===== config.mk =====
export PLATFORM = sky130hd
export DESIGN_NAME = smvz_queue
export DESIGN_NICKNAME = d
export VERILOG_FILES = /design/src/hdl/smvz_queue.sv
export SDC_FILE = /design/constraint.sdc
export NUM_CORES = 1
export LEC_CHECK = 0
export ABC_CLOCK_PERIOD_IN_PS = 1720
export BUFFER_PORTS_ARGS = -buffer_cell sky130_fd_sc_hd__clkbuf_2
export CORE_UTILIZATION = 25
export DETAILED_ROUTE_END_ITERATION = 10
export MAX_ROUTING_LAYER = met4
export PLACE_DENSITY = 0.48
export SLEW_MARGIN = 20
export SYNTH_ARGS = -nofsm -noshare
export SYNTH_HDL_FRONTEND = slang
export SYNTH_SLANG_ARGS = --single-unit

===== constraint.sdc =====
create_clock -name clk_i -period 1.72 [get_ports clk_i]
set_clock_uncertainty 0.15 [all_clocks]
set_input_delay 0.172 -clock clk_i [delete_from_list [all_inputs] [get_ports clk_i]]
set_output_delay 0.172 -clock clk_i [all_outputs]
set_load 0.005 [all_outputs]

===== src/hdl/smvz_queue.sv =====
// Two-entry job queue between the front end and the back end.
`default_nettype none
module smvz_queue #(
  parameter int unsigned W = 8
) (
  input  wire logic         clk_i,
  input  wire logic         rst_ni,
  input  wire logic         push_i,
  input  wire logic [W-1:0] data_i,
  input  wire logic         pop_i,
  output logic              valid_o,
  output logic      [W-1:0] data_o
);
  logic [W-1:0] slot_q [2];
  logic [1:0]   cnt_q;
  logic         wr_q, rd_q;
  logic         do_push, do_pop;

  assign valid_o = cnt_q != 2'd0;
  assign data_o  = slot_q[rd_q];
  assign do_push = push_i && (cnt_q != 2'd2);
  assign do_pop  = pop_i && valid_o;

  always_ff @(posedge clk_i or negedge rst_ni) begin
    if (!rst_ni) begin
      cnt_q <= 2'd0;
      wr_q  <= 1'b0;
      rd_q  <= 1'b0;
    end else begin
      if (do_push) wr_q <= ~wr_q;
      if (do_pop)  rd_q <= ~rd_q;
      if (do_push && !do_pop) begin
        cnt_q <= cnt_q + 2'd1;
      end else if (do_pop && !do_push) begin
        cnt_q <= cnt_q - 2'd1;
      end
    end
  end

  always_ff @(posedge clk_i) begin
    if (do_push) slot_q[wr_q] <= data_i;
  end
endmodule
`default_nettype wire


==> flow_summary.ini <==
[outcome]
status = finished with violations
violations = DRC

[sta]
finalHoldViolations = 0
finalCriticalPeriod_ns = 1.64
setup_violations = 0
max_freq_ghz = 0.609
drv_slew = 0
hold_ws_ns = 0.0376
setup-tns-final_ns = 0
fin_crit_sh = 0.954
worstMarginPinSlew_ns = 0.477
rsz0062_at_grt = false
max-slew-margin-rel = 0.682

[worst_setup_path]
required_ns = 1.76
cp-end-kind = register
crit_arrival_ns = 1.69
criticalPathCategory = register to register
start_kind = register
worstPathMaxFanout = 3

[place]
port_buffers = 20
placed_cells = 95
hpwl_um = 830
place.gp.congestion = 0.655

[yosys]
synth_top_area_frac = 0.613
yosys.area.top_type = edfxtp_1
ys_types = 12
syn_inst = 44
syn-num-nets = 57
synth-seq-area-share = 0.741
synth_area_leaders = edfxtp_1, dfrtp_1, mux2_2, xnor2_1, ha_1
ys_ff_latch = 20
yosys_warnings = 0
syn_avg_cell_area_um2 = 17.8
syn-cell-area_um2 = 783

[global_route]
grt_overflow = 0
grtUsageTotal = 0.0878
antenna_found_initial = 0
grt_start_max_net_pins = 13
grt_pass1_vias = 490
grt_pass1_wl_um = 2030

[power_and_ir_drop]
power_density_nw_per_um2 = 1540
p_leak_nw = 0.443
ir_drop_mv = 0.778

[flow_run]
drv_cap = 0

[min_path]
hp-class = primary input to async pin

[cts]
clkSinkCount = 20
htree_levels = 1
cts_root_buf = clkbuf_4
clk_pin_slew_ns = 0.11
post_cts_buffers = 0
clk_latency_ns = 0.30
numCtsBuffers = 3
cts_tree = done
cts_buffer_depth = 2

[finish]
n_antenna_cell = 0
drive_above_1_share = 0.506
fin_nets = 93
syn_to_final_growth_pct = 39.9
instances_no_fill = 110
n_fill_cell = 273

[floorplan]
ioPinCount = 21
initial_utilization = 0.275
core_area_um2 = 2850
die_height_um = 58.0
dieArea_um2 = 3360
die_x_um = 58.0
rows = 19

[detailed_routing]
drcViolationCount = 2
vias = 458
initialDrtViolationCount = 5
ant_nets = 0
drt-vias-per-instance = 4.16
wire_per_inst_um = 11.4
drtPass1Iterations = 7
wl_um = 1250
[power by group]
part	internal [mW]	switching, mW
clock	0.236	0.143
combinational	0.302	0.239
sequential	0.679	0.0872
[final cells by class]
type / instances / area [um2] / area share
clock buffers: 3 / 22.5 / 0.0205
clock inverters: 1 / 30.0 / 0.0274
inverters: 3 / 11.3 / 0.0103
multi-input cells: 20 / 194 / 0.177
flip-flops and latches: 20 / 582 / 0.531
well taps: 31 / 38.8 / 0.0354
repair buffers: 32 / 218 / 0.199
[path summary, 6_finish.rpt]
| path | start | to | slack, ns | cells past startpoint |
|---|---|---|---|---|
| setup / recovery | cnt_q[0] | cnt_q[1] | 0.08 | 7 |
| hold / removal | rst_ni | wr_q | 0.04 | 2 |
| setup reg to reg | cnt_q[0] | cnt_q[1] | 0.08 | 7 |
| hold reg to reg | wr_q | wr_q | 0.37 | 1 |
| min in group clk_i | wr_q | wr_q | 0.37 | 1 |
| max in group asynchronous | rst_ni | rd_q | 1.24 | 2 |
[layer usage]
| metal | routed length [um] | track usage | up-vias |
|---|---|---|---|
| met3 | 97 | 0.0446 | 2 |
| met5 | 0 | - | - |
| li1 | - | - | 229 |
| met1 | 515 | 0.0831 | 211 |
| met4 | 13 | 0.0306 | 0 |
| met2 | 627 | 0.153 | 16 |
[cells in the final DEF, fill, tap and decap left out]
cell type | synthesis | final
or2_4 | 1 | 1
xnor2_1 | 4 | 4
dfrtp_1 | 4 | 3
clkbuf_4 | 0 | 3
ha_1 | 1 | 1
clkbuf_2 | 0 | 20
buf_4 | 0 | 1
xor2_1 | 1 | 1
nor2_2 | 0 | 3
bufinv_16 | 0 | 1
nand2_4 | 1 | 1
dfrtp_2 | 0 | 1
edfxtp_1 | 16 | 16
dlygate4sd3_1 | 0 | 11
inv_1 | 3 | 3
mux2_2 | 8 | 8
o21ai_2 | 1 | 1
[Yosys cell counts]
cell type	number
edfxtp_1	16
dfrtp_1	4
xnor2_1	4
ha_1	1
xor2_1	1
buf_2	1
nand2_4	1
inv_1	3
nor2_1	3
or2_4	1
mux2_2	8
o21ai_2	1
[what timing repair did]
item,4_1_cts,5_1_grt
pin swaps,0,1
gates resized for setup,1,3
setup endpoints to repair,8,17
hold endpoints to repair,22,0
hold buffers,11,0
[flip-flops by register name, indices dropped and copies added, names as in the netlist]
name    count
wr_q        1
cnt_q       2
slot_q     16
rd_q        1
[worst max-delay path, cell delays in order (launching register included)]
cell and delay, ns:
dfrtp_1 0.41, buf_4 0.16, or2_4 0.26, nand2_4 0.07
ha_1 0.15, xor2_1 0.17, nor2_2 0.06, xnor2_1 0.11
[kinds of logic after synthesis]
family | share of synthesized area
flip-flops | 0.741
multiplexers | 0.115
XOR/XNOR | 0.0559
AND/OR/NAND/NOR | 0.0399
buffers and inverters | 0.0208
AO/OA/AOI/OAI | 0.0112
adder cells (fa/ha/maj) | 0.0160
[through the flow]
stage | cell area [um2] | util | power (mW) | worst slack, ns
after floorplan | 783 | - | 1.10 | 0.247
after global routing | 1100 | 0.384 | 1.79 | 0.00368
after detailed placement | 925 | 0.324 | 1.29 | 0.0323
final | 1100 | 0.384 | 1.69 | 0.0786
after CTS | 1090 | 0.382 | 1.69 | 0.0212
after global placement | 925 | 0.324 | 1.28 | 0.0707
No activity file was read; power rests on OpenSTA's default activity.
