$ cat config.mk
export PLATFORM = sky130hd
export DESIGN_NAME = smvz_front_flat
export DESIGN_NICKNAME = d
export VERILOG_FILES = /design/src/hdl/smvz_pkg.sv /design/src/hdl/smvz_if.sv /design/src/hdl/smvz_front.sv /design/src/flat_wrapper.sv
export SDC_FILE = /design/constraint.sdc
export NUM_CORES = 2
export LEC_CHECK = 0
export BUFFER_PORTS_ARGS = -buffer_cell sky130_fd_sc_hd__buf_4
export CAP_MARGIN = 20
export CORE_ASPECT_RATIO = 1.2
export CORE_UTILIZATION = 55
export DETAILED_ROUTE_END_ITERATION = 12
export GPL_ROUTABILITY_DRIVEN = 0
export HOLD_SLACK_MARGIN = 0.02
export PLACE_DENSITY = 0.71
export SYNTH_ARGS = -nofsm -noshare
export SYNTH_HDL_FRONTEND = slang
export SYNTH_SLANG_ARGS = --single-unit
$ cat constraint.sdc
create_clock -name clk_i -period 8 [get_ports clk_i]
set_input_delay 0.8 -clock clk_i [delete_from_list [all_inputs] [get_ports clk_i]]
set_output_delay 0.8 -clock clk_i [all_outputs]
set_load 0.01 [all_outputs]
$ cat src/hdl/smvz_pkg.sv
// Shared constants, register indexes and status codes of the z-test core.
`default_nettype none
package smvz_pkg;
  localparam int unsigned MAX_SAMPLES_DEF = 128;
  localparam int unsigned SAMPLE_BITS_DEF = 16;
  localparam int unsigned PADDR_W         = 3;
  localparam int unsigned PDATA_W         = 32;
  localparam int unsigned CFG_W           = 16;
  localparam logic [CFG_W-1:0] HYP_MEAN_RESET = 16'h0000;
  localparam logic [CFG_W-1:0] CRIT_RESET     = 16'd502;
  localparam int unsigned MEAN_W = 16;
  localparam int unsigned VAR_W  = 32;
  localparam int unsigned Z_W    = 16;
  localparam int unsigned USED_W = 8;

  typedef enum logic [0:0] {
    REG_HYP_MEAN = 1'b0,
    REG_CRIT_VAL = 1'b1
  } reg_idx_e;

  typedef enum logic [1:0] {
    ST_OK       = 2'd0,
    ST_FEW      = 2'd1,
    ST_ZERO_VAR = 2'd2,
    ST_OVERFLOW = 2'd3
  } status_e;
endpackage
`default_nettype wire

$ cat src/hdl/smvz_if.sv
// Valid/ready channel interfaces for samples and results.
`default_nettype none
interface smvz_in_if #(
  parameter int unsigned SAMPLE_BITS = smvz_pkg::SAMPLE_BITS_DEF
);
  logic                          valid;
  logic                          ready;
  logic signed [SAMPLE_BITS-1:0] sample;
  logic                          last_sample;
  modport source (output valid, sample, last_sample, input ready);
  modport sink   (input valid, sample, last_sample, output ready);
endinterface

`default_nettype wire

$ cat src/hdl/smvz_front.sv
// Front end: accepts samples, fills the sample store and keeps count and running sum.
`default_nettype none
module smvz_front #(
  parameter int unsigned MAX_SAMPLES = smvz_pkg::MAX_SAMPLES_DEF,
  parameter int unsigned SAMPLE_BITS = smvz_pkg::SAMPLE_BITS_DEF,
  localparam int unsigned CW = $clog2(MAX_SAMPLES + 1),
  localparam int unsigned AW = (MAX_SAMPLES > 1) ? $clog2(MAX_SAMPLES) : 1,
  localparam int unsigned SW = SAMPLE_BITS + CW,
  localparam int unsigned JW = 1 + CW + SW
) (
  input  wire logic                          clk_i,
  input  wire logic                          rst_ni,
  smvz_in_if.sink                            in_i,
  input  wire logic                          store_busy_i,
  output logic                               push_o,
  output logic        [JW-1:0]               job_o,
  input  wire logic   [AW-1:0]               rd_addr_i,
  output logic signed [SAMPLE_BITS-1:0]      rd_data_o
);
  logic signed [SAMPLE_BITS-1:0] mem [MAX_SAMPLES];
  logic        [CW-1:0]          count_q, count_d;
  logic signed [SW-1:0]          sum_q, sum_d;
  logic                          ovf_q, ovf_d;
  logic                          accept, has_room;

  assign in_i.ready = !store_busy_i;
  assign accept     = in_i.valid && in_i.ready;
  assign has_room   = count_q < CW'(MAX_SAMPLES);

  always_comb begin
    count_d = count_q;
    sum_d   = sum_q;
    ovf_d   = ovf_q;
    if (has_room) begin
      count_d = count_q + 1'b1;
      sum_d   = sum_q + SW'(in_i.sample);
    end else begin
      ovf_d = 1'b1;
    end
  end

  assign push_o = accept && in_i.last_sample;
  assign job_o  = {ovf_d, count_d, sum_d};

  always_ff @(posedge clk_i or negedge rst_ni) begin
    if (!rst_ni) begin
      count_q <= '0;
      sum_q   <= '0;
      ovf_q   <= 1'b0;
    end else if (accept) begin
      if (in_i.last_sample) begin
        count_q <= '0;
        sum_q   <= '0;
        ovf_q   <= 1'b0;
      end else begin
        count_q <= count_d;
        sum_q   <= sum_d;
        ovf_q   <= ovf_d;
      end
    end
  end

  always_ff @(posedge clk_i) begin
    if (accept && has_room) begin
      mem[count_q[AW-1:0]] <= in_i.sample;
    end
    rd_data_o <= mem[rd_addr_i];
  end
endmodule
`default_nettype wire

$ cat src/flat_wrapper.sv
// flat-port wrapper written by rule: the top's interface ports become plain ports
module smvz_front_flat 
#(
  parameter int unsigned MAX_SAMPLES = smvz_pkg::MAX_SAMPLES_DEF,
  parameter int unsigned SAMPLE_BITS = smvz_pkg::SAMPLE_BITS_DEF,
  localparam int unsigned CW = $clog2(MAX_SAMPLES + 1),
  localparam int unsigned AW = (MAX_SAMPLES > 1) ? $clog2(MAX_SAMPLES) : 1,
  localparam int unsigned SW = SAMPLE_BITS + CW,
  localparam int unsigned JW = 1 + CW + SW
)
  (clk_i, rst_ni, store_busy_i, push_o, job_o, rd_addr_i, rd_data_o, in_i_valid, in_i_sample, in_i_last_sample, in_i_ready);
  smvz_in_if #(.SAMPLE_BITS(SAMPLE_BITS)) in_i_i ();
  input  wire logic clk_i;
  input  wire logic rst_ni;
  input  wire logic store_busy_i;
  output logic push_o;
  output logic        [JW-1:0] job_o;
  input  wire logic   [AW-1:0] rd_addr_i;
  output logic signed [SAMPLE_BITS-1:0] rd_data_o;
  input wire logic [$bits(in_i_i.valid)-1:0] in_i_valid;
  input wire logic [$bits(in_i_i.sample)-1:0] in_i_sample;
  input wire logic [$bits(in_i_i.last_sample)-1:0] in_i_last_sample;
  output wire logic [$bits(in_i_i.ready)-1:0] in_i_ready;
  assign in_i_i.valid = in_i_valid;
  assign in_i_i.sample = in_i_sample;
  assign in_i_i.last_sample = in_i_last_sample;
  assign in_i_ready = in_i_i.ready;
  smvz_front #(.MAX_SAMPLES(MAX_SAMPLES), .SAMPLE_BITS(SAMPLE_BITS)) u_core (.clk_i(clk_i), .rst_ni(rst_ni), .in_i(in_i_i), .store_busy_i(store_busy_i), .push_o(push_o), .job_o(job_o), .rd_addr_i(rd_addr_i), .rd_data_o(rd_data_o));
endmodule
==> flow_summary_export.csv <==
group,metric,value,unit
run_status,outcome,"complete, no violations",
die,die_area,150000,sq um
final_layout,layout_common_cells,"2048 x edfxtp_1, 624 x mux4_2, 244 x buf_4",
power_and_ir_drop,power.total,23500,uW
final_layout,fin_nets,3885,
drt,wl_per_cell,33.0,um
drt,drtAntennaViolNets,0,
clocking,path_clk_slew,0.07,ns
grt,antenna_found_initial,5,
clocking,cts_buffer_depth,3,
die,dieWidth,354,um
logic_synthesis,yosysUniqueCellTypes,55,
final_layout,drive_gt1_frac,0.303,
power_and_ir_drop,p_int,18400,uW
power_and_ir_drop,comb_power_share,0.077,
grt,grtUsageTotal,0.265,
die,die_y,424,um
clocking,cts_buffers,191,
job,maxCapViolations,0,
timing,fin_tns_setup,0,ns
clocking,insertion_delay,0.83,ns
final_layout,layout_commonest_cell,"edfxtp_1",
grt,grt_max_degree,122,
drt,vias,39100,
critical_path,cp-end-kind,"output pin",
drt,routed_wl,196,mm
timing,setup_viol,0,
critical_path,cp.required,7.20,ns
die,coreArea,147000,sq um
drt,firstDrtPassIters,5,
final_layout,synthToLayoutAreaGrowth,12.6,%
power_and_ir_drop,leakage,0.0290,uW
logic_synthesis,synthesis.nets,3621,
final_layout,stdcell_area,91900,sq um
logic_synthesis,synth_edf_count,2048,
place,postPlaceCellArea,85300,sq um
logic_synthesis,ys.flop_type,"edfxtp_1",
critical_path,cp_max_fo,66,
clocking,htreeDepth,4,
drt,viasPerCell,6.58,
clocking,cts.sinks,2097,
logic_synthesis,seq_area_frac_synth,0.767,
critical_path,critical_path_class,"input port to output pin",
timing,fmax,0.199,GHz
grt,gr-total-overflow,0,
power_and_ir_drop,swShare,0.217,
timing,skew,0.0432,ns
place,dp_hpwl,110,mm
logic_synthesis,avgSynthCellArea,22.9,sq um
logic_synthesis,async_flop_share,0.0157,
die,row_count,154,
timing,finalCritPeriodShare,0.627,
timing,relSlewSlack,0.238,
die,initial_core_util,0.556,
logic_synthesis,synthesis.instances,3568,
final_layout,fin_util,0.625,
power_and_ir_drop,p_switching,5110,uW
power_and_ir_drop,seq_power_share,0.519,
place,place_ws,2.92,ns
worst_hold_path,hp-class,"input port to flop",
timing,setup_ws,2.98,ns
power_and_ir_drop,p_per_area,255,nW/um^2
clocking,root_buffer,"clkbuf_16",
logic_synthesis,synth_warnings,0,
critical_path,start_kind,"input port",
timing,rsz0062_at_grt,"false",
timing,min_period,5.02,ns
power_and_ir_drop,clkPwrFrac,0.404,
drt,first_iter_violations,4723,
drt,drc,0,
timing,finalHoldViolCount,0,
logic_synthesis,synth.ff_latch_count,2097,
place,io_buffers,78,
timing,tightest_slew,1.14,ns
logic_synthesis,synth_area,81700,sq um
clocking,cts_tree,"done",
power_and_ir_drop,peakVddDrop,306,uV
critical_path,worstPathArrival,4.22,ns
timing,slew_violations,0,
grt,grt_pass1_vias,39100,
grt,grt_pass1_wl,280,mm
die,pin_count,79,
## cell type report
cell class | instances | area, sq um
fill | 9592 | 55100
inverter | 6 | 22.5
clock inverter | 112 | 1340
tap | 1950 | 2440
sequential | 2097 | 62600
antenna | 1 | 2.50
multi-input combinational | 1270 | 18100
timing repair buffer | 266 | 2160
clock buffer | 240 | 5190
## worst max-delay path: stages
cell and delay [ns]:
buf_4 0.54, buf_4 0.67, ha_1 0.36, a211oi_1 0.30, o21ai_0 0.22, a31oi_1 0.32
a31oi_1 0.21, a21oi_1 0.22, xor2_1 0.21, o21ai_0 0.11, buf_4 0.17
## flip-flops by register name, summed over array words and instances, names as in the netlist
name and flops:
u_core.ovf_q 1, u_core.sum_q 24, u_core.count_q 8, u_core.rd_data_o 16, u_core.mem 2048
## power groups by stage
stage	sequential, uW	clock [uW]	combinational, uW
3_3_place_gp	12400	0	1770
3_5_place_dp	12400	0	1790
6_report	12200	9490	1800
5_1_grt	12200	9990	1930
4_1_cts	12200	9590	1800
2_1_floorplan	12400	0	1060
## logic make-up (layout without fill, tap and decap cells)
logic type / count (synthesis) / count (layout) / synth area share
DFF: 2097 / 2097 / 0.767
adders and majority gates: 25 / 25 / 0.00392
muxes: 678 / 678 / 0.179
xor gates and xnor gates: 26 / 26 / 0.00279
AOI/OAI and AO/OA: 168 / 168 / 0.0137
and+or+nand+nor: 373 / 373 / 0.0218
buffers and inverters: 201 / 624 / 0.0120
other: 0 / 1 / 0
## per-stage QoR
stage               hold WS, ns  instances
finish                    0.322       5942
detailed placement        0.506       5585
global route              0.320       5941
global placement          0.496       5580
floorplan                 0.476       3568
CTS                       0.270       5938
## cells in the mapped netlist (4+ instances only)
library cell / n / area [sq um]
ha_1: 24 / 300
dfrtp_1: 33 / 826
a21oi_1: 23 / 115
dfxtp_1: 16 / 320
clkbuf_1: 94 / 353
inv_1: 5 / 18.8
nor2_1: 144 / 541
nand3_1: 20 / 100
buf_1: 26 / 97.6
nand2_1: 70 / 263
nand4_1: 8 / 50.1
nand2b_1: 6 / 37.5
mux4_2: 624 / 14100
buf_2: 49 / 245
nor4_1: 17 / 106
and3_1: 4 / 25.0
nor2b_1: 77 / 482
o21ai_0: 46 / 230
edfxtp_1: 2048 / 61500
buf_4: 9 / 67.6
a22o_1: 14 / 123
a22oi_1: 17 / 128
buf_6: 17 / 191
mux2_2: 5 / 56.3
a21o_1: 10 / 75.1
nor3_1: 9 / 45.0
o211ai_1: 35 / 263
mux2i_1: 49 / 490
xnor2_1: 17 / 149
xor2_1: 9 / 78.8
## what timing repair did
action,4_1_cts,5_1_grt
hold buffers,1,0
resized for setup,0,0
endpoints found under the hold margin,33,0
buffers inserted,0,0
## worst paths after layout
check                                        from           endpoint  slack, ns  cells past startpoint
worst min-delay path             in_i_last_sample   u_core.sum_q[23]       0.32                      2
worst max-delay path               in_i_sample[1]          job_o[17]       2.98                     11
worst min register to register   u_core.sum_q[12]   u_core.sum_q[12]       0.52                      2
max in group asynchronous                  rst_ni   u_core.sum_q[22]       7.19                      2
worst max register to register  u_core.count_q[7]  u_core.mem[56][2]       4.38                      5
min in group asynchronous                  rst_ni  u_core.count_q[7]       0.47                      2
## metal layers
layer | up-vias | routed length, um | GRT usage
met4 | 6 | 7160 | 0.0973
met5 | - | 36 | 0
met3 | 338 | 17600 | 0.0519
met1 | 21000 | 75200 | 0.368
li1 | 15700 | - | -
met2 | 2135 | 96200 | 0.421
Power figures use the tool's default switching activity.
